==> config.mk <==
export PLATFORM = sky130hd
export DESIGN_NAME = divisor_power_sum_flat
export DESIGN_NICKNAME = d
export VERILOG_FILES = /design/src/rtl/core/dps_pkg.sv /design/src/rtl/core/dps_if.sv /design/src/rtl/core/dps_divider.sv /design/src/rtl/core/dps_multiplier.sv /design/src/rtl/core/divisor_power_sum.sv /design/src/flat_wrapper.sv
export SDC_FILE = /design/constraint.sdc
export NUM_CORES = 1
export LEC_CHECK = 0
export ABC_AREA = 1
export BUFFER_PORTS_ARGS = -buffer_cell sky130_fd_sc_hd__buf_2
export CAP_MARGIN = 10
export CELL_PAD_IN_SITES_DETAIL_PLACEMENT = 1
export CELL_PAD_IN_SITES_GLOBAL_PLACEMENT = 1
export CORE_MARGIN = 2
export CORE_UTILIZATION = 47
export CTS_CLUSTER_SIZE = 14
export DETAILED_ROUTE_END_ITERATION = 8
export PLACE_DENSITY = 0.88
export REMOVE_ABC_BUFFERS = 1
export SYNTH_ARGS = -nofsm -noshare
export SYNTH_HDL_FRONTEND = slang
export SYNTH_SLANG_ARGS = --single-unit
export TNS_END_PERCENT = 5
==> constraint.sdc <==
create_clock -name clk -period 6.1 [get_ports clk]
set_input_delay 0.61 -clock clk [delete_from_list [all_inputs] [get_ports clk]]
set_output_delay 0.61 -clock clk [all_outputs]
set_load 0.01 [all_outputs]
==> src/rtl/core/dps_pkg.sv <==
// Shared constants and state type for the divisor power sum block.
package dps_pkg;
	localparam int NUMBER_WIDTH_DEF = 16;
	localparam int NUMBER_BITS      = 16;
	localparam int EXPONENT_BITS    = 6;
	localparam int TOTAL_BITS       = 64;
	localparam int COUNT_BITS       = 5;
	localparam logic [TOTAL_BITS-1:0] SUM_MAX = 64'h7FFF_FFFF_FFFF_FFFF;

	typedef enum logic [2:0] {
		ST_IDLE,
		ST_DIV_GO,
		ST_DIV_WAIT,
		ST_POW,
		ST_MUL_WAIT,
		ST_ADD,
		ST_OUT
	} state_t;
endpackage

==> src/rtl/core/dps_if.sv <==
// Channel interfaces for operand words and result words.
interface dps_op_if;
	logic                                      valid;
	logic                                      ready;
	logic        [dps_pkg::NUMBER_BITS-1:0]    number;
	logic signed [dps_pkg::EXPONENT_BITS-1:0]  exponent;
	modport source (output valid, output number, output exponent, input ready);
	modport sink (input valid, input number, input exponent, output ready);
endinterface

interface dps_res_if;
	logic                                   valid;
	logic                                   ready;
	logic signed [dps_pkg::TOTAL_BITS-1:0]  total;
	logic                                   invalid;
	logic                                   overflow;
	modport source (output valid, output total, output invalid, output overflow, input ready);
	modport sink (input valid, input total, input invalid, input overflow, output ready);
endinterface

==> src/rtl/core/dps_divider.sv <==
// Bit-serial restoring divider: one quotient bit per cycle.
module dps_divider #(
	parameter int NW = dps_pkg::NUMBER_WIDTH_DEF
) (
	input  logic          clk,
	input  logic          arst_n,
	input  logic          start,
	input  logic [NW-1:0] dividend,
	input  logic [NW-1:0] divisor,
	output logic          done,
	output logic [NW-1:0] quotient,
	output logic [NW-1:0] remainder
);
	localparam int CW = $clog2(NW + 1);

	logic [NW-1:0] quo_q;
	logic [NW-1:0] rem_q;
	logic [NW-1:0] dvs_q;
	logic [CW-1:0] cnt_q;
	logic          done_q;
	logic [NW:0]   trial;
	logic          fits;

	// shift the next dividend bit into the partial remainder
	assign trial = {rem_q, quo_q[NW-1]};
	assign fits  = trial >= {1'b0, dvs_q};

	// load on start, then step once per cycle
	always_ff @(posedge clk or negedge arst_n) begin
		if (!arst_n) begin
			cnt_q  <= '0;
			done_q <= 1'b0;
		end else if (start) begin
			cnt_q  <= CW'(NW);
			done_q <= 1'b0;
		end else if (cnt_q != '0) begin
			cnt_q  <= cnt_q - 1'b1;
			done_q <= (cnt_q == CW'(1));
		end else begin
			done_q <= 1'b0;
		end
	end

	always_ff @(posedge clk) begin
		if (start) begin
			quo_q <= dividend;
			rem_q <= '0;
			dvs_q <= divisor;
		end else if (cnt_q != '0) begin
			quo_q <= {quo_q[NW-2:0], fits};
			rem_q <= fits ? NW'(trial - {1'b0, dvs_q}) : trial[NW-1:0];
		end
	end

	assign done      = done_q;
	assign quotient  = quo_q;
	assign remainder = rem_q;
endmodule

==> src/rtl/core/dps_multiplier.sv <==
// Bit-serial shift-add multiplier: one multiplier bit per cycle.
module dps_multiplier #(
	parameter int NW = dps_pkg::NUMBER_WIDTH_DEF
) (
	input  logic                            clk,
	input  logic                            arst_n,
	input  logic                            start,
	input  logic [dps_pkg::TOTAL_BITS-1:0]  a,
	input  logic [NW-1:0]                   b,
	output logic                            done,
	output logic [dps_pkg::TOTAL_BITS-1:0]  product,
	output logic                            sat
);
	localparam int TB = dps_pkg::TOTAL_BITS;
	localparam int PW = TB + NW;
	localparam int CW = $clog2(NW + 1);

	logic [PW-1:0] acc_q;
	logic [PW-1:0] mcand_q;
	logic [NW-1:0] mplier_q;
	logic [CW-1:0] cnt_q;
	logic          done_q;

	always_ff @(posedge clk or negedge arst_n) begin
		if (!arst_n) begin
			cnt_q  <= '0;
			done_q <= 1'b0;
		end else if (start) begin
			cnt_q  <= CW'(NW);
			done_q <= 1'b0;
		end else if (cnt_q != '0) begin
			cnt_q  <= cnt_q - 1'b1;
			done_q <= (cnt_q == CW'(1));
		end else begin
			done_q <= 1'b0;
		end
	end

	// add the shifted multiplicand where the current bit is set
	always_ff @(posedge clk) begin
		if (start) begin
			acc_q    <= '0;
			mcand_q  <= {{NW{1'b0}}, a};
			mplier_q <= b;
		end else if (cnt_q != '0) begin
			if (mplier_q[0]) acc_q <= acc_q + mcand_q;
			mcand_q  <= {mcand_q[PW-2:0], 1'b0};
			mplier_q <= {1'b0, mplier_q[NW-1:1]};
		end
	end

	assign done    = done_q;
	assign product = acc_q[TB-1:0];
	// anything at or above bit 63 passes the positive range
	assign sat     = acc_q[PW-1:TB-1] != '0;
endmodule

==> src/rtl/core/divisor_power_sum.sv <==
// Top level of the divisor power sum block: sequencer and result register.
// Usage: an operand word (number, exponent) enters on the operand channel and
// one result word (total, invalid, overflow) leaves on the result channel,
// both valid/ready. The block works on one word at a time: operand.ready is
// high only while the sequencer is idle, a finished result may still wait in
// the output register meanwhile.
// Sequence: an invalid word (number zero or negative exponent) goes straight
// to the output. Otherwise each candidate divisor d = 1, 2, ... is tested by
// the bit-serial division, until d exceeds number/d. Each divisor found adds,
// per member of its pair, k bit-serial multiplies plus the ST_POW and ST_ADD
// steps that close the power and add it to the sum; the serial divider and
// multiplier set the run time. Saturation ends the word early.
// Reset clears the sequencer and the result valid; no state passes between
// words. When the receiver stalls the result is held and no new result is
// written over it.
module divisor_power_sum #(
	parameter int NUMBER_WIDTH = dps_pkg::NUMBER_WIDTH_DEF
) (
	input logic       clk,
	input logic       arst_n,
	dps_op_if.sink    operand,
	dps_res_if.source result
);
	localparam int NW = NUMBER_WIDTH;
	localparam int TB = dps_pkg::TOTAL_BITS;
	localparam int KB = dps_pkg::COUNT_BITS;

	dps_pkg::state_t state_q, state_d;

	logic [NW+dps_pkg::NUMBER_BITS-1:0] num_ext;
	logic [NW-1:0] n_q, d_q, q_q, base_q;
	logic [KB-1:0] e_q, cnt_q;
	logic [TB-1:0] r_q, sum_q;
	logic [TB-1:0] sum_next;
	logic          sat_q, inv_q, phase_q;
	logic          in_acc, in_bad, out_load;
	logic          div_start, div_done, mul_start, mul_done, mul_sat;
	logic [NW-1:0] div_quo, div_rem;
	logic [TB-1:0] mul_p;

	logic          out_valid_q;
	logic [TB-1:0] out_total_q;
	logic          out_inv_q, out_ovf_q;

	assign num_ext  = {{NW{1'b0}}, operand.number};
	assign in_acc   = operand.valid && operand.ready;
	assign in_bad   = (num_ext[NW-1:0] == '0) || operand.exponent[dps_pkg::EXPONENT_BITS-1];
	assign sum_next = sum_q + r_q;

	dps_divider #(.NW(NW)) u_div (
		.clk(clk), .arst_n(arst_n), .start(div_start),
		.dividend(n_q), .divisor(d_q),
		.done(div_done), .quotient(div_quo), .remainder(div_rem)
	);

	dps_multiplier #(.NW(NW)) u_mul (
		.clk(clk), .arst_n(arst_n), .start(mul_start),
		.a(r_q), .b(base_q),
		.done(mul_done), .product(mul_p), .sat(mul_sat)
	);

	// next state
	always_comb begin
		state_d = state_q;
		case (state_q)
			dps_pkg::ST_IDLE: begin
				if (in_acc) state_d = in_bad ? dps_pkg::ST_OUT : dps_pkg::ST_DIV_GO;
			end
			dps_pkg::ST_DIV_GO: state_d = dps_pkg::ST_DIV_WAIT;
			dps_pkg::ST_DIV_WAIT: begin
				if (div_done) begin
					if (div_quo < d_q) state_d = dps_pkg::ST_OUT;
					else if (div_rem != '0) state_d = dps_pkg::ST_DIV_GO;
					else state_d = dps_pkg::ST_POW;
				end
			end
			dps_pkg::ST_POW: begin
				state_d = (cnt_q == '0) ? dps_pkg::ST_ADD : dps_pkg::ST_MUL_WAIT;
			end
			dps_pkg::ST_MUL_WAIT: begin
				if (mul_done) state_d = mul_sat ? dps_pkg::ST_OUT : dps_pkg::ST_POW;
			end
			dps_pkg::ST_ADD: begin
				if (sum_next[TB-1]) state_d = dps_pkg::ST_OUT;
				else if (!phase_q && q_q != d_q) state_d = dps_pkg::ST_POW;
				else state_d = dps_pkg::ST_DIV_GO;
			end
			dps_pkg::ST_OUT: begin
				if (out_load) state_d = dps_pkg::ST_IDLE;
			end
			default: state_d = dps_pkg::ST_IDLE;
		endcase
	end

	// control outputs
	always_comb begin
		operand.ready = 1'b0;
		div_start     = 1'b0;
		mul_start     = 1'b0;
		out_load      = 1'b0;
		case (state_q)
			dps_pkg::ST_IDLE:   operand.ready = 1'b1;
			dps_pkg::ST_DIV_GO: div_start = 1'b1;
			dps_pkg::ST_POW:    mul_start = (cnt_q != '0);
			dps_pkg::ST_OUT:    out_load = !out_valid_q || result.ready;
			default: ;
		endcase
	end

	always_ff @(posedge clk or negedge arst_n) begin
		if (!arst_n) state_q <= dps_pkg::ST_IDLE;
		else state_q <= state_d;
	end

	// datapath registers of the sequencer
	always_ff @(posedge clk) begin
		case (state_q)
			dps_pkg::ST_IDLE: begin
				if (in_acc) begin
					n_q   <= num_ext[NW-1:0];
					e_q   <= operand.exponent[KB-1:0];
					inv_q <= in_bad;
					d_q   <= NW'(1);
					sum_q <= '0;
					sat_q <= 1'b0;
				end
			end
			dps_pkg::ST_DIV_WAIT: begin
				if (div_done && div_quo >= d_q) begin
					if (div_rem != '0) begin
						d_q <= d_q + 1'b1;
					end else begin
						q_q     <= div_quo;
						base_q  <= d_q;
						phase_q <= 1'b0;
						r_q     <= TB'(1);
						cnt_q   <= e_q;
					end
				end
			end
			dps_pkg::ST_MUL_WAIT: begin
				if (mul_done) begin
					if (mul_sat) sat_q <= 1'b1;
					r_q   <= mul_p;
					cnt_q <= cnt_q - 1'b1;
				end
			end
			dps_pkg::ST_ADD: begin
				if (sum_next[TB-1]) begin
					sat_q <= 1'b1;
				end else begin
					sum_q <= sum_next;
					if (!phase_q && q_q != d_q) begin
						base_q  <= q_q;
						phase_q <= 1'b1;
						r_q     <= TB'(1);
						cnt_q   <= e_q;
					end else begin
						d_q <= d_q + 1'b1;
					end
				end
			end
			default: ;
		endcase
	end

	// hold the result word until it is taken
	always_ff @(posedge clk or negedge arst_n) begin
		if (!arst_n) out_valid_q <= 1'b0;
		else if (out_load) out_valid_q <= 1'b1;
		else if (result.ready) out_valid_q <= 1'b0;
	end

	always_ff @(posedge clk) begin
		if (out_load) begin
			out_total_q <= inv_q ? '1 : (sat_q ? dps_pkg::SUM_MAX : sum_q);
			out_inv_q   <= inv_q;
			out_ovf_q   <= !inv_q && sat_q;
		end
	end

	assign result.valid    = out_valid_q;
	assign result.total    = out_total_q;
	assign result.invalid  = out_inv_q;
	assign result.overflow = out_ovf_q;
endmodule
==> src/flat_wrapper.sv <==
// flat-port wrapper written by rule: the top's interface ports become plain ports
module divisor_power_sum_flat 
#(
	parameter int NUMBER_WIDTH = dps_pkg::NUMBER_WIDTH_DEF
)
  (clk, arst_n, operand_valid, operand_number, operand_exponent, operand_ready, result_valid, result_total, result_invalid, result_overflow, result_ready);
  dps_op_if operand_i ();
  dps_res_if result_i ();
  input logic clk;
  input logic arst_n;
  input wire logic [$bits(operand_i.valid)-1:0] operand_valid;
  input wire logic [$bits(operand_i.number)-1:0] operand_number;
  input wire logic [$bits(operand_i.exponent)-1:0] operand_exponent;
  output wire logic [$bits(operand_i.ready)-1:0] operand_ready;
  output wire logic [$bits(result_i.valid)-1:0] result_valid;
  output wire logic [$bits(result_i.total)-1:0] result_total;
  output wire logic [$bits(result_i.invalid)-1:0] result_invalid;
  output wire logic [$bits(result_i.overflow)-1:0] result_overflow;
  input wire logic [$bits(result_i.ready)-1:0] result_ready;
  assign operand_i.valid = operand_valid;
  assign operand_i.number = operand_number;
  assign operand_i.exponent = operand_exponent;
  assign operand_ready = operand_i.ready;
  assign result_valid = result_i.valid;
  assign result_total = result_i.total;
  assign result_invalid = result_i.invalid;
  assign result_overflow = result_i.overflow;
  assign result_i.ready = result_ready;
  divisor_power_sum #(.NUMBER_WIDTH(NUMBER_WIDTH)) u_core (.clk(clk), .arst_n(arst_n), .operand(operand_i), .result(result_i));
endmodule
==> results of run 1 <==
cell usage after synthesis (all sizes together), types with 2 or more instances:
master,instances
a211oi,2
a21boi,7
a21o,16
a21oi,315
a31oi,10
and2,2
and3,3
buf,23
clkbuf,57
dfrtp,16
dfxtp,112
edfxtp,382
fa,3
ha,182
inv,738
nand2,1363
nand3,196
nand3b,5
nand4,43
nor2,506
nor3,38
nor4,18
o211ai,29
o21a,19
o21ai,245
o21bai,46
o311ai,2
o31ai,2
or2,13
xnor2,18
xor2,36
registers in the layout, summed over array words and instances (netlist names), 3 cells and up:
| name | flops |
|---|---|
| u_core.r_q | 64 |
| u_core.d_q | 16 |
| u_core.u_mul.mplier_q | 16 |
| u_core.u_mul.mcand_q | 80 |
| u_core.state_q | 3 |
| u_core.u_mul.acc_q | 80 |
| u_core.u_div.remainder | 16 |
| u_core.u_div.dvs_q | 16 |
| u_core.e_q | 5 |
| u_core.n_q | 16 |
| u_core.u_mul.cnt_q | 5 |
| u_core.result.total | 64 |
| u_core.u_div.quotient | 16 |
| u_core.q_q | 16 |
| u_core.u_div.cnt_q | 5 |
| u_core.cnt_q | 5 |
| u_core.sum_q | 63 |
| u_core.base_q | 16 |
final cells by class:
type                    count  area (sq um)  area share [%]
flip-flops and latches    510         14110           39.14
clock inverters            25         261.5          0.7253
clock buffers              82          1609           4.463
well taps                 931          1165           3.231
multi-input cells        3126         15520           43.04
inverters                 739          2774           7.694
repair buffers            109         613.1           1.700
through the flow:
stage / setup TNS, ps / worst slack (ps)
6_report: 0 / 1849
5_1_grt: 0 / 1524
4_1_cts: 0 / 1926
3_5_place_dp: 0 / 1966
3_3_place_gp: 0 / 2191
2_1_floorplan: -39390 / -487.4
layer usage:
layer / share of wire [%] / wire length [um]
met1: 41 / 49670
met5: 0 / 0
met3: 5.6 / 6813
met4: 6.1 / 7522
met2: 48 / 58370
final timing paths:
path,startpoint,to,slack [ps]
max in group asynchronous,arst_n,u_core.u_div.done,5360
max,u_core.sum_q[5],u_core.r_q[43],1850
max reg2reg,u_core.sum_q[5],u_core.r_q[43],1850
min in group asynchronous,arst_n,u_core.u_mul.cnt_q[4],430
min reg2reg,u_core.u_mul.acc_q[0],u_core.u_mul.acc_q[0],490
min,operand_exponent[1],u_core.e_q[1],130
cells by family (layout without fill, tap and decap cells):
kind of cell,Yosys count,after routing,synth area share [%]
simple gates,2188,2188,26.85
buf+inv,819,955,9.495
compound gates,699,699,11.87
flops,510,510,43.19
fa+ha+maj,185,185,7.152
xor+xnor,54,54,1.447
what timing repair did:
| item | in CTS | in global routing |
|---|---|---|
| hold buffers | 1 | 0 |
| hold endpoints to repair | 16 | 0 |
| gates resized for setup | 0 | 0 |
| setup buffers | 0 | 0 |
==> impl_metrics.env, run 1 <==
export IMPL_initial_core_util_pct=47.56
export IMPL_grt_antenna_before_repair=0
export IMPL_place_area_sq_um=34170
export IMPL_io_buffer_count=93
export IMPL_nets=4754
export IMPL_avgRoutedWirePerCell_um=22.16
export IMPL_clkSlewWorstSetupHoldPaths_ps=60
export IMPL_synth_edf_count=382
export IMPL_clkLatencyLatePin_ps=650
export IMPL_track_usage_pct=34.09
export IMPL_synth_area_top_cells="edfxtp_1, nand2_1, inv_1"
export IMPL_pin_count=94
export IMPL_drive_above_1_share_pct=5.337
export IMPL_slew_headroom_pct=29.67
export IMPL_cp_buffers_inverters=2
export IMPL_cp_end_kind="flop"
export IMPL_seq_area_frac_synth_pct=43.19
export IMPL_hold_depth=1
export IMPL_worst_pin_slew_ps=1054
export IMPL_drt_iter0_drc=2606
export IMPL_grt_pass1_vias=32050
export IMPL_hold_viol_final=0
export IMPL_fin_hold_ws_ps=129.9
export IMPL_top_usage_layer="met2"
export IMPL_critical_path_required_ps=6360
export IMPL_syn2layout_area_growth_pct=10.33
export IMPL_timing_final_setup_violations=0
export IMPL_drv_cap=0
export IMPL_stdcell_area_sq_um=36050
export IMPL_cp_max_fo=53
export IMPL_drc=0
export IMPL_syn_avg_cell_area_sq_um=7.335
export IMPL_fillCellCount=8839
export IMPL_std_cell_rows=96
export IMPL_grt_max_degree=135
export IMPL_numCtsBuffers=57
export IMPL_ys_warn_count=0
export IMPL_crit_top_cell="nand2_1"
export IMPL_finalCritPeriodShare_pct=69.69
export IMPL_grt_pass1_wl_um=185200
export IMPL_synth_area_sq_um=32680
export IMPL_vias_per_cell=5.587
export IMPL_crit_arrival_ps=4510
export IMPL_syn_instance_count=4455
export IMPL_grt_ovfl_total=0
export IMPL_r2r_cells=17
export IMPL_async_reset_ff_share_pct=3.137
export IMPL_synth_seq_cells=510
export IMPL_die_width_um=267.7
export IMPL_cts_tree="done"
export IMPL_die_h_um=267.7
export IMPL_dp_cells=5414
export IMPL_crit_slowest_cell="buf_4"
export IMPL_routed_wl_um=122400
export IMPL_cts_max_path_buffers=3
export IMPL_fin_worst_skew_ps=24.78
export IMPL_cpLargestDelayFamily="simple AND/OR/NAND/NOR gates"
export IMPL_routabilityCongestion=1.011
export IMPL_grt_setup_unrepaired="false"
export IMPL_drv_slew=0
export IMPL_synth_largest_area_cell="edfxtp_1"
export IMPL_first_pass_iters=5
export IMPL_dieArea_sq_um=71660
export IMPL_clkSinkCount=510
export IMPL_period_minus_slack_ps=4251
export IMPL_critPathMaxStageDelay_ps=770
export IMPL_synth_cell_types=55
export IMPL_post_route_util_pct=52.48
export IMPL_final_common_cell="nand2_1"
export IMPL_use_met1_pct=41.55
export IMPL_root_buffer="clkbuf_16"
export IMPL_crit_chain="ha_1 -> nand2_1 -> inv_1 -> a21oi_1 -> nand2_1 -> nand2_1 -> nand2_1 -> nand2_1 -> nand2_2 -> nand2_1 -> nand2_1 -> nand2_1 -> nand2_1 -> nand2_2 -> nand2_1 -> nor2_4 -> buf_4"
export IMPL_vias=30850
export IMPL_grt_util_met3_pct=4.450
export IMPL_hold_class="primary input to flop"
export IMPL_fp_coreArea_sq_um=68710
export IMPL_synthFlopType="edfxtp_1"
export IMPL_status="completed"
export IMPL_htree_num_levels=2
export IMPL_netlist_area_leader_share_pct=35.10
export IMPL_max_freq_mhz=235.2
export IMPL_startpoint_type="flop"
export IMPL_mostFrequentLayoutCells="nand2_1, inv_1, nor2_1"
export IMPL_dpl_hpwl_um=96490
export IMPL_fin_cells=5522
export IMPL_cp_depth=17
export IMPL_crit_type="flop to flop"
export IMPL_antenna_cells=0
export IMPL_ant_nets=0
export IMPL_grt_use_met2_pct=58.40
Power of run 1 is left out: the tool's default activity adds up to more than one toggle a clock period on the data nets, which glitch-free logic cannot reach.
==> run 2: changes to the inputs <==
--- a/config.mk
+++ b/config.mk
@@ -11,10 +11,10 @@
 export CELL_PAD_IN_SITES_DETAIL_PLACEMENT = 1
 export CELL_PAD_IN_SITES_GLOBAL_PLACEMENT = 1
 export CORE_MARGIN = 2
-export CORE_UTILIZATION = 47
+export CORE_UTILIZATION = 43
 export CTS_CLUSTER_SIZE = 14
 export DETAILED_ROUTE_END_ITERATION = 8
-export PLACE_DENSITY = 0.88
+export PLACE_DENSITY = 0.85
 export REMOVE_ABC_BUFFERS = 1
 export SYNTH_ARGS = -nofsm -noshare
 export SYNTH_HDL_FRONTEND = slang
==> constraint.sdc (replaced) <==
create_clock -name clk -period 3.6 [get_ports clk]
set_input_delay 0.36 -clock clk [delete_from_list [all_inputs] [get_ports clk]]
set_output_delay 0.36 -clock clk [all_outputs]
set_load 0.01 [all_outputs]
==> run 2 against run 1 <==
Net effect: die area up 9.2%; routed wire length increased by 2.5%; final area up 2.5%; sequential share of layout area shrank 0.94 points; cell count increased by 2.1%; maximum frequency is 25% higher; clock skew increased by 32 ps; critical path type unchanged; highest routed layer unchanged.
==> impl_metrics.env, run 2 (same netlist as run 1, synthesis figures left out) <==
export IMPL_status="completed"
export IMPL_slew_headroom_pct=21.74
export IMPL_vias_per_cell=5.515
export IMPL_track_usage_pct=31.83
export IMPL_crit_chain="ha_1 -> a21oi_1 -> nand2_1 -> nand2_1 -> nand2_1 -> nand2_1 -> nand2_1 -> a21oi_1 -> nand2_1 -> nand2_1 -> nand2_1 -> nand2_2 -> o211ai_1 -> inv_2 -> buf_12"
export IMPL_syn2layout_area_growth_pct=13.04
export IMPL_grt_pass1_vias=32640
export IMPL_dieArea_sq_um=78220
export IMPL_hold_viol_final=0
export IMPL_avgRoutedWirePerCell_um=22.25
export IMPL_drive_above_1_share_pct=6.329
export IMPL_max_freq_mhz=293.9
export IMPL_numCtsBuffers=58
export IMPL_clkSinkCount=510
export IMPL_initial_core_util_pct=43.24
export IMPL_die_h_um=279.7
export IMPL_timing_final_setup_violations=0
export IMPL_crit_arrival_ps=3760
export IMPL_drt_iter0_drc=2703
export IMPL_clkLatencyLatePin_ps=680
export IMPL_crit_top_cell="nand2_1"
export IMPL_crit_type="flop to flop"
export IMPL_nets=4823
export IMPL_routabilityCongestion=1.039
export IMPL_root_buffer="clkbuf_16"
export IMPL_finalCritPeriodShare_pct=94.52
export IMPL_grt_antenna_before_repair=0
export IMPL_first_pass_iters=5
export IMPL_clkSlewWorstSetupHoldPaths_ps=70
export IMPL_top_regs="u_core.u_mul.acc_q (80), u_core.u_mul.mcand_q (80)"
export IMPL_fp_coreArea_sq_um=75570
export IMPL_fillCellCount=9604
export IMPL_dpl_hpwl_um=99100
export IMPL_period_minus_slack_ps=3403
export IMPL_grt_max_degree=132
export IMPL_cts_tree="done"
export IMPL_fin_worst_skew_ps=56.89
export IMPL_grt_setup_unrepaired="false"
export IMPL_reg2reg_setup_slack_ps=200
export IMPL_drv_cap=0
export IMPL_drc=0
export IMPL_grt_ovfl_total=0
export IMPL_grt_pass1_wl_um=190200
export IMPL_htree_num_levels=2
export IMPL_ant_nets=0
export IMPL_routed_wl_um=125500
export IMPL_critPathMaxStageDelay_ps=460
export IMPL_final_common_cell="nand2_1"
export IMPL_std_cell_rows=101
export IMPL_cp_end_kind="flop"
export IMPL_fin_hold_ws_ps=63.20
export IMPL_drv_slew=0
export IMPL_post_route_util_pct=48.88
export IMPL_critical_path_required_ps=3950
export IMPL_crit_slowest_cell="a21oi_1"
export IMPL_hold_class="primary input to flop"
export IMPL_pin_count=94
export IMPL_die_width_um=279.7
export IMPL_worst_pin_slew_ps=1174
export IMPL_cp_max_fo=19
export IMPL_mostFrequentLayoutCells="nand2_1, inv_1, nor2_1"
export IMPL_startpoint_type="flop"
export IMPL_vias=31100
export IMPL_cts_max_path_buffers=3
export IMPL_io_buffer_count=93
export IMPL_antenna_cells=0
## run 2: cell count changes in the layout (fill, tap and decap cells not counted), moves of 2 or more
| cell | before | now |
|---|---|---|
| clkbuf_4 | 2 | 0 |
| buf_4 | 13 | 48 |
| dlygate4sd3_1 | 1 | 22 |
| inv_6 | 2 | 4 |
| clkbuf_1 | 16 | 10 |
| clkbuf_8 | 6 | 3 |
| clkinv_1 | 6 | 12 |
| buf_12 | 2 | 14 |
| bufinv_16 | 3 | 7 |
## run 2: layer usage
| layer | wire (um) | GRT usage [%] | vias to the layer above |
|---|---|---|---|
| met5 | 0 | 0 | - |
| met2 | 60630 | 55.35 | 939 |
| met1 | 51560 | 39.29 | 15190 |
| li1 | - | - | 14700 |
| met3 | 6561 | 3.503 | 273 |
| met4 | 6732 | 15.54 | 0 |
## run 2: final cells by class
class / instances / area (sq um) / share of cell area (%)
well taps: 978 / 1224 / 3.313
repair buffers: 177 / 1326 / 3.590
inverters: 739 / 2774 / 7.509
multi-input cells: 3126 / 15520 / 42.02
flip-flops and latches: 510 / 14110 / 38.21
clock buffers: 72 / 1555 / 4.210
clock inverters: 37 / 424.2 / 1.148
## run 2: critical path, delay by kind of cell, from the launching register on
kind	cells	cell delay, ps
and+or+nand+nor	9	940
AOI/OAI and AO/OA	3	820
buffers and inverters	2	550
adders and majority gates	1	370
DFF	1	410
## run 2: repair_timing
action                                  4_1_cts  5_1_grt
resized for setup                             0        1
hold buffers                                 22        0
endpoints found under the hold margin        37        0
buffers inserted                              0        1
endpoints found under the setup margin        0      146
## run 2: path summary, 6_finish.rpt
path,to,start,depth (start not counted)
max,u_core.sum_q[41],u_core.sum_q[34],15
max reg2reg,u_core.sum_q[41],u_core.sum_q[34],15
min in group asynchronous,u_core.u_mul.cnt_q[4],arst_n,2
max in group asynchronous,u_core.state_q[1],arst_n,2
min reg2reg,u_core.q_q[0],u_core.u_div.quotient[0],0
min,u_core.inv_q,operand_exponent[5],3
## run 2: metrics by stage
stage          setup slack [ps]  instance area [sq um]  instances  setup TNS, ps
6_report                  197.4                  36940       5639              0
5_1_grt                   63.78                  36940       5639              0
3_3_place_gp              143.8                  34720       5507              0
3_5_place_dp              60.08                  34720       5507              0
2_1_floorplan             -2987                  32350       4375        -676690
4_1_cts                   1.332                  36920       5638              0
Power of run 2 is left out for the same reason.
==> run 3: changes to the inputs <==
--- a/config.mk
+++ b/config.mk
@@ -5,16 +5,15 @@
 export SDC_FILE = /design/constraint.sdc
 export NUM_CORES = 1
 export LEC_CHECK = 0
-export ABC_AREA = 1
 export BUFFER_PORTS_ARGS = -buffer_cell sky130_fd_sc_hd__buf_2
 export CAP_MARGIN = 10
 export CELL_PAD_IN_SITES_DETAIL_PLACEMENT = 1
 export CELL_PAD_IN_SITES_GLOBAL_PLACEMENT = 1
 export CORE_MARGIN = 2
-export CORE_UTILIZATION = 43
+export CORE_UTILIZATION = 45
 export CTS_CLUSTER_SIZE = 14
 export DETAILED_ROUTE_END_ITERATION = 8
-export PLACE_DENSITY = 0.85
+export PLACE_DENSITY = 0.84
 export REMOVE_ABC_BUFFERS = 1
 export SYNTH_ARGS = -nofsm -noshare
 export SYNTH_HDL_FRONTEND = slang
==> run 3 against run 2 <==
Net effect: the flow now finishes with violations (negative setup slack); die area decreased by 15%; sequential share of layout area increased by 3.0 points; clock skew decreased by 34 ps; worst setup slack got worse by 280 ps; final area decreased by 7.4%; via count decreased by 21%; core utilization increased by 4.4 points; synthesized cell count decreased by 31%; clock-buffer cell count decreased by 8; worst hold slack improved by 150 ps; cell count decreased by 26%; critical path type unchanged; critical endpoint is now u_core.d_q[2].
==> impl_metrics.env, run 3 <==
export IMPL_status="finished with violations"
export IMPL_violations="negative setup slack"
export IMPL_vias_per_cell=5.873
export IMPL_die_width_um=258.3
export IMPL_grt_antenna_before_repair=2
export IMPL_combPwrFrac_pct=55.5
export IMPL_slew_headroom_pct=17.42
export IMPL_clkSlewWorstSetupHoldPaths_ps=60
export IMPL_drive_above_1_share_pct=13.61
export IMPL_dpl_hpwl_um=63700
export IMPL_nets=3471
export IMPL_drv_cap=0
export IMPL_synth_common_cells="nand2_1, edfxtp_1, a21oi_1, nor2_1, ha_1"
export IMPL_startpoint_type="flop"
export IMPL_clkLatencyLatePin_ps=620
export IMPL_power_leakage_uw=0.01397
export IMPL_p_seq_share_pct=28.4
export IMPL_clkSinkCount=510
export IMPL_mostFrequentLayoutCells="nand2_1, edfxtp_1, a21oi_1"
export IMPL_grt_pass1_wl_um=143600
export IMPL_seq_area_frac_synth_pct=48.50
export IMPL_intPower_uw=21480
export IMPL_cp_end_kind="flop"
export IMPL_syn_avg_cell_area_sq_um=9.503
export IMPL_initial_core_util_pct=45.30
export IMPL_synth_seq_cells=510
export IMPL_power_uw=38690
export IMPL_hold_class="primary input to asynchronous set/reset pin"
export IMPL_power_switching_uw=17210
export IMPL_clkPwrFrac_pct=16.1
export IMPL_std_cell_rows=93
export IMPL_first_pass_iters=8
export IMPL_synthFlopType="edfxtp_1"
export IMPL_routed_wl_um=91130
export IMPL_root_buffer="clkbuf_16"
export IMPL_track_usage_pct=26.78
export IMPL_vias=24440
export IMPL_crit_arrival_ps=4000
export IMPL_routabilityCongestion=0.9373
export IMPL_ir_worst_vdd_uv=506.5
export IMPL_syn2layout_area_growth_pct=17.57
export IMPL_setup_ws_ps=-78.75
export IMPL_drc=0
export IMPL_htree_num_levels=2
export IMPL_post_route_util_pct=53.26
export IMPL_synth_edf_count=382
export IMPL_ys_warn_count=0
export IMPL_worst_pin_slew_ps=1234
export IMPL_finalCritPeriodShare_pct=102.2
export IMPL_synth_area_sq_um=29100
export IMPL_drv_slew=0
export IMPL_pre_cts_slack_ps=-324.1
export IMPL_crit_slowest_cell="edfxtp_1"
export IMPL_top_regs="u_core.u_mul.acc_q (80), u_core.u_mul.mcand_q (80)"
export IMPL_reg2reg_setup_slack_ps=-80
export IMPL_avgRoutedWirePerCell_um=21.90
export IMPL_final_common_cell="nand2_1"
export IMPL_synth_area_top_cells="edfxtp_1, ha_1, dfxtp_1"
export IMPL_synth_cell_types=85
export IMPL_fillCellCount=7262
export IMPL_fin_tns_setup_ps=-3025
export IMPL_cpLargestDelayFamily="compound AO/OA/AOI/OAI gates"
export IMPL_critPathMaxStageDelay_ps=450
export IMPL_syn_instance_count=3062
export IMPL_synth_largest_area_cell="edfxtp_1"
export IMPL_numCtsBuffers=56
export IMPL_synth_most_common_cell="nand2_1"
export IMPL_cts_max_path_buffers=3
export IMPL_async_reset_ff_share_pct=3.137
export IMPL_crit_type="flop to flop"
export IMPL_die_h_um=258.3
export IMPL_dieArea_sq_um=66710
export IMPL_io_buffer_count=93
export IMPL_crit_chain="ha_4 -> a21o_1 -> a21oi_4 -> o221ai_4 -> a31oi_2 -> buf_4 -> and4_4 -> o21a_1 -> a21oi_2 -> a31oi_1 -> buf_4 -> xor2_4 -> buf_4 -> nand3_2 -> a21oi_4 -> buf_6"
export IMPL_max_freq_mhz=271.8
export IMPL_cp_buffers_inverters=4
export IMPL_grt_pass1_vias=26130
export IMPL_stdcell_area_sq_um=34210
export IMPL_fin_worst_skew_ps=23.03
export IMPL_grt_setup_unrepaired="true"
export IMPL_cts_tree="done"
export IMPL_netlist_area_leader_share_pct=39.42
export IMPL_critical_path_required_ps=3920
export IMPL_place_area_sq_um=31470
export IMPL_grt_ovfl_total=0
export IMPL_grt_max_degree=140
export IMPL_power_density_nw_per_um2=1131
export IMPL_timing_final_setup_violations=93
export IMPL_drt_iter0_drc=1594
export IMPL_hold_viol_final=0
export IMPL_crit_top_cell="buf_4"
export IMPL_cp_max_fo=8
export IMPL_pin_count=94
export IMPL_antenna_cells=0
export IMPL_fp_coreArea_sq_um=64230
export IMPL_switching_share_pct=44.48
export IMPL_period_minus_slack_ps=3679
export IMPL_ant_nets=0
## run 3: cell types whose count changed after synthesis, moves of 72 or more
cell / previous run / this run
nand2_1: 1357 / 587
inv_1: 734 / 89
nor2_1: 501 / 199
nand3_1: 195 / 52
xnor2_1: 18 / 108
o21ai_0: 235 / 149
a21o_1: 16 / 93
or3_1: 0 / 77
and2_1: 1 / 77
clkbuf_1: 56 / 128
## run 3: kinds of logic after synthesis
family          synth area share, %
simple gates                  19.25
compound gates                16.05
flops                         48.50
buf+inv                       3.126
fa+ha+maj                     8.032
xor+xnor                      4.756
mux                          0.2881
## run 3: worst paths after layout
kind | start | to | cells past startpoint
worst min register to register | u_core.u_div.quotient[0] | u_core.q_q[0] | 0
worst max register to register | u_core.sum_q[4] | u_core.d_q[2] | 16
worst max-delay path | u_core.sum_q[4] | u_core.d_q[2] | 16
worst min-delay path | arst_n | u_core.u_mul.done | 2
max in group asynchronous | arst_n | u_core.state_q[2] | 2
min in group clk | result_ready | u_core.result.valid | 3
## run 3: cell type report
class                   count  area, sq um  share of cell area [%]
repair buffers            288         2187                   6.393
multi-input cells        2314        14570                   42.58
clock inverters            40        484.2                   1.415
flip-flops and latches    510        14110                   41.26
clock buffers              64         1453                   4.246
inverters                  90        337.8                  0.9874
well taps                 855         1070                   3.127
## run 3: stage by stage
step	cells	hold slack (ps)
after floorplan	2914	64.41
after detailed placement	4022	320.9
after global routing	4161	232.6
final	4161	218.0
after CTS	4156	201.5
after global placement	4022	309.7
## run 3: timing repair
action	4_1_cts	5_1_grt
hold buffers	22	0
pin swaps	6	17
endpoints found under the setup margin	184	198
hold endpoints to repair	37	0
gates resized for setup	38	54
cloned	2	1
setup buffers	6	4
## run 3: power by group through the flow
stage	Clock, uW	Combinational, uW	Sequential, uW
2_1_floorplan	0	13700	10500
3_3_place_gp	0	19100	10800
3_5_place_dp	0	20200	11000
4_1_cts	6280	20800	10900
5_1_grt	6480	23500	11200
6_report	6220	21500	11000
## run 3: per-layer routing
layer	vias to the layer above	GRT usage, %	wire, um
met2	605	47.54	45440
met3	169	3.414	3887
met5	-	0	12
met4	2	8.398	2472
li1	11400	-	-
met1	12260	33.93	39320
(Power assumes the default switching activity.)
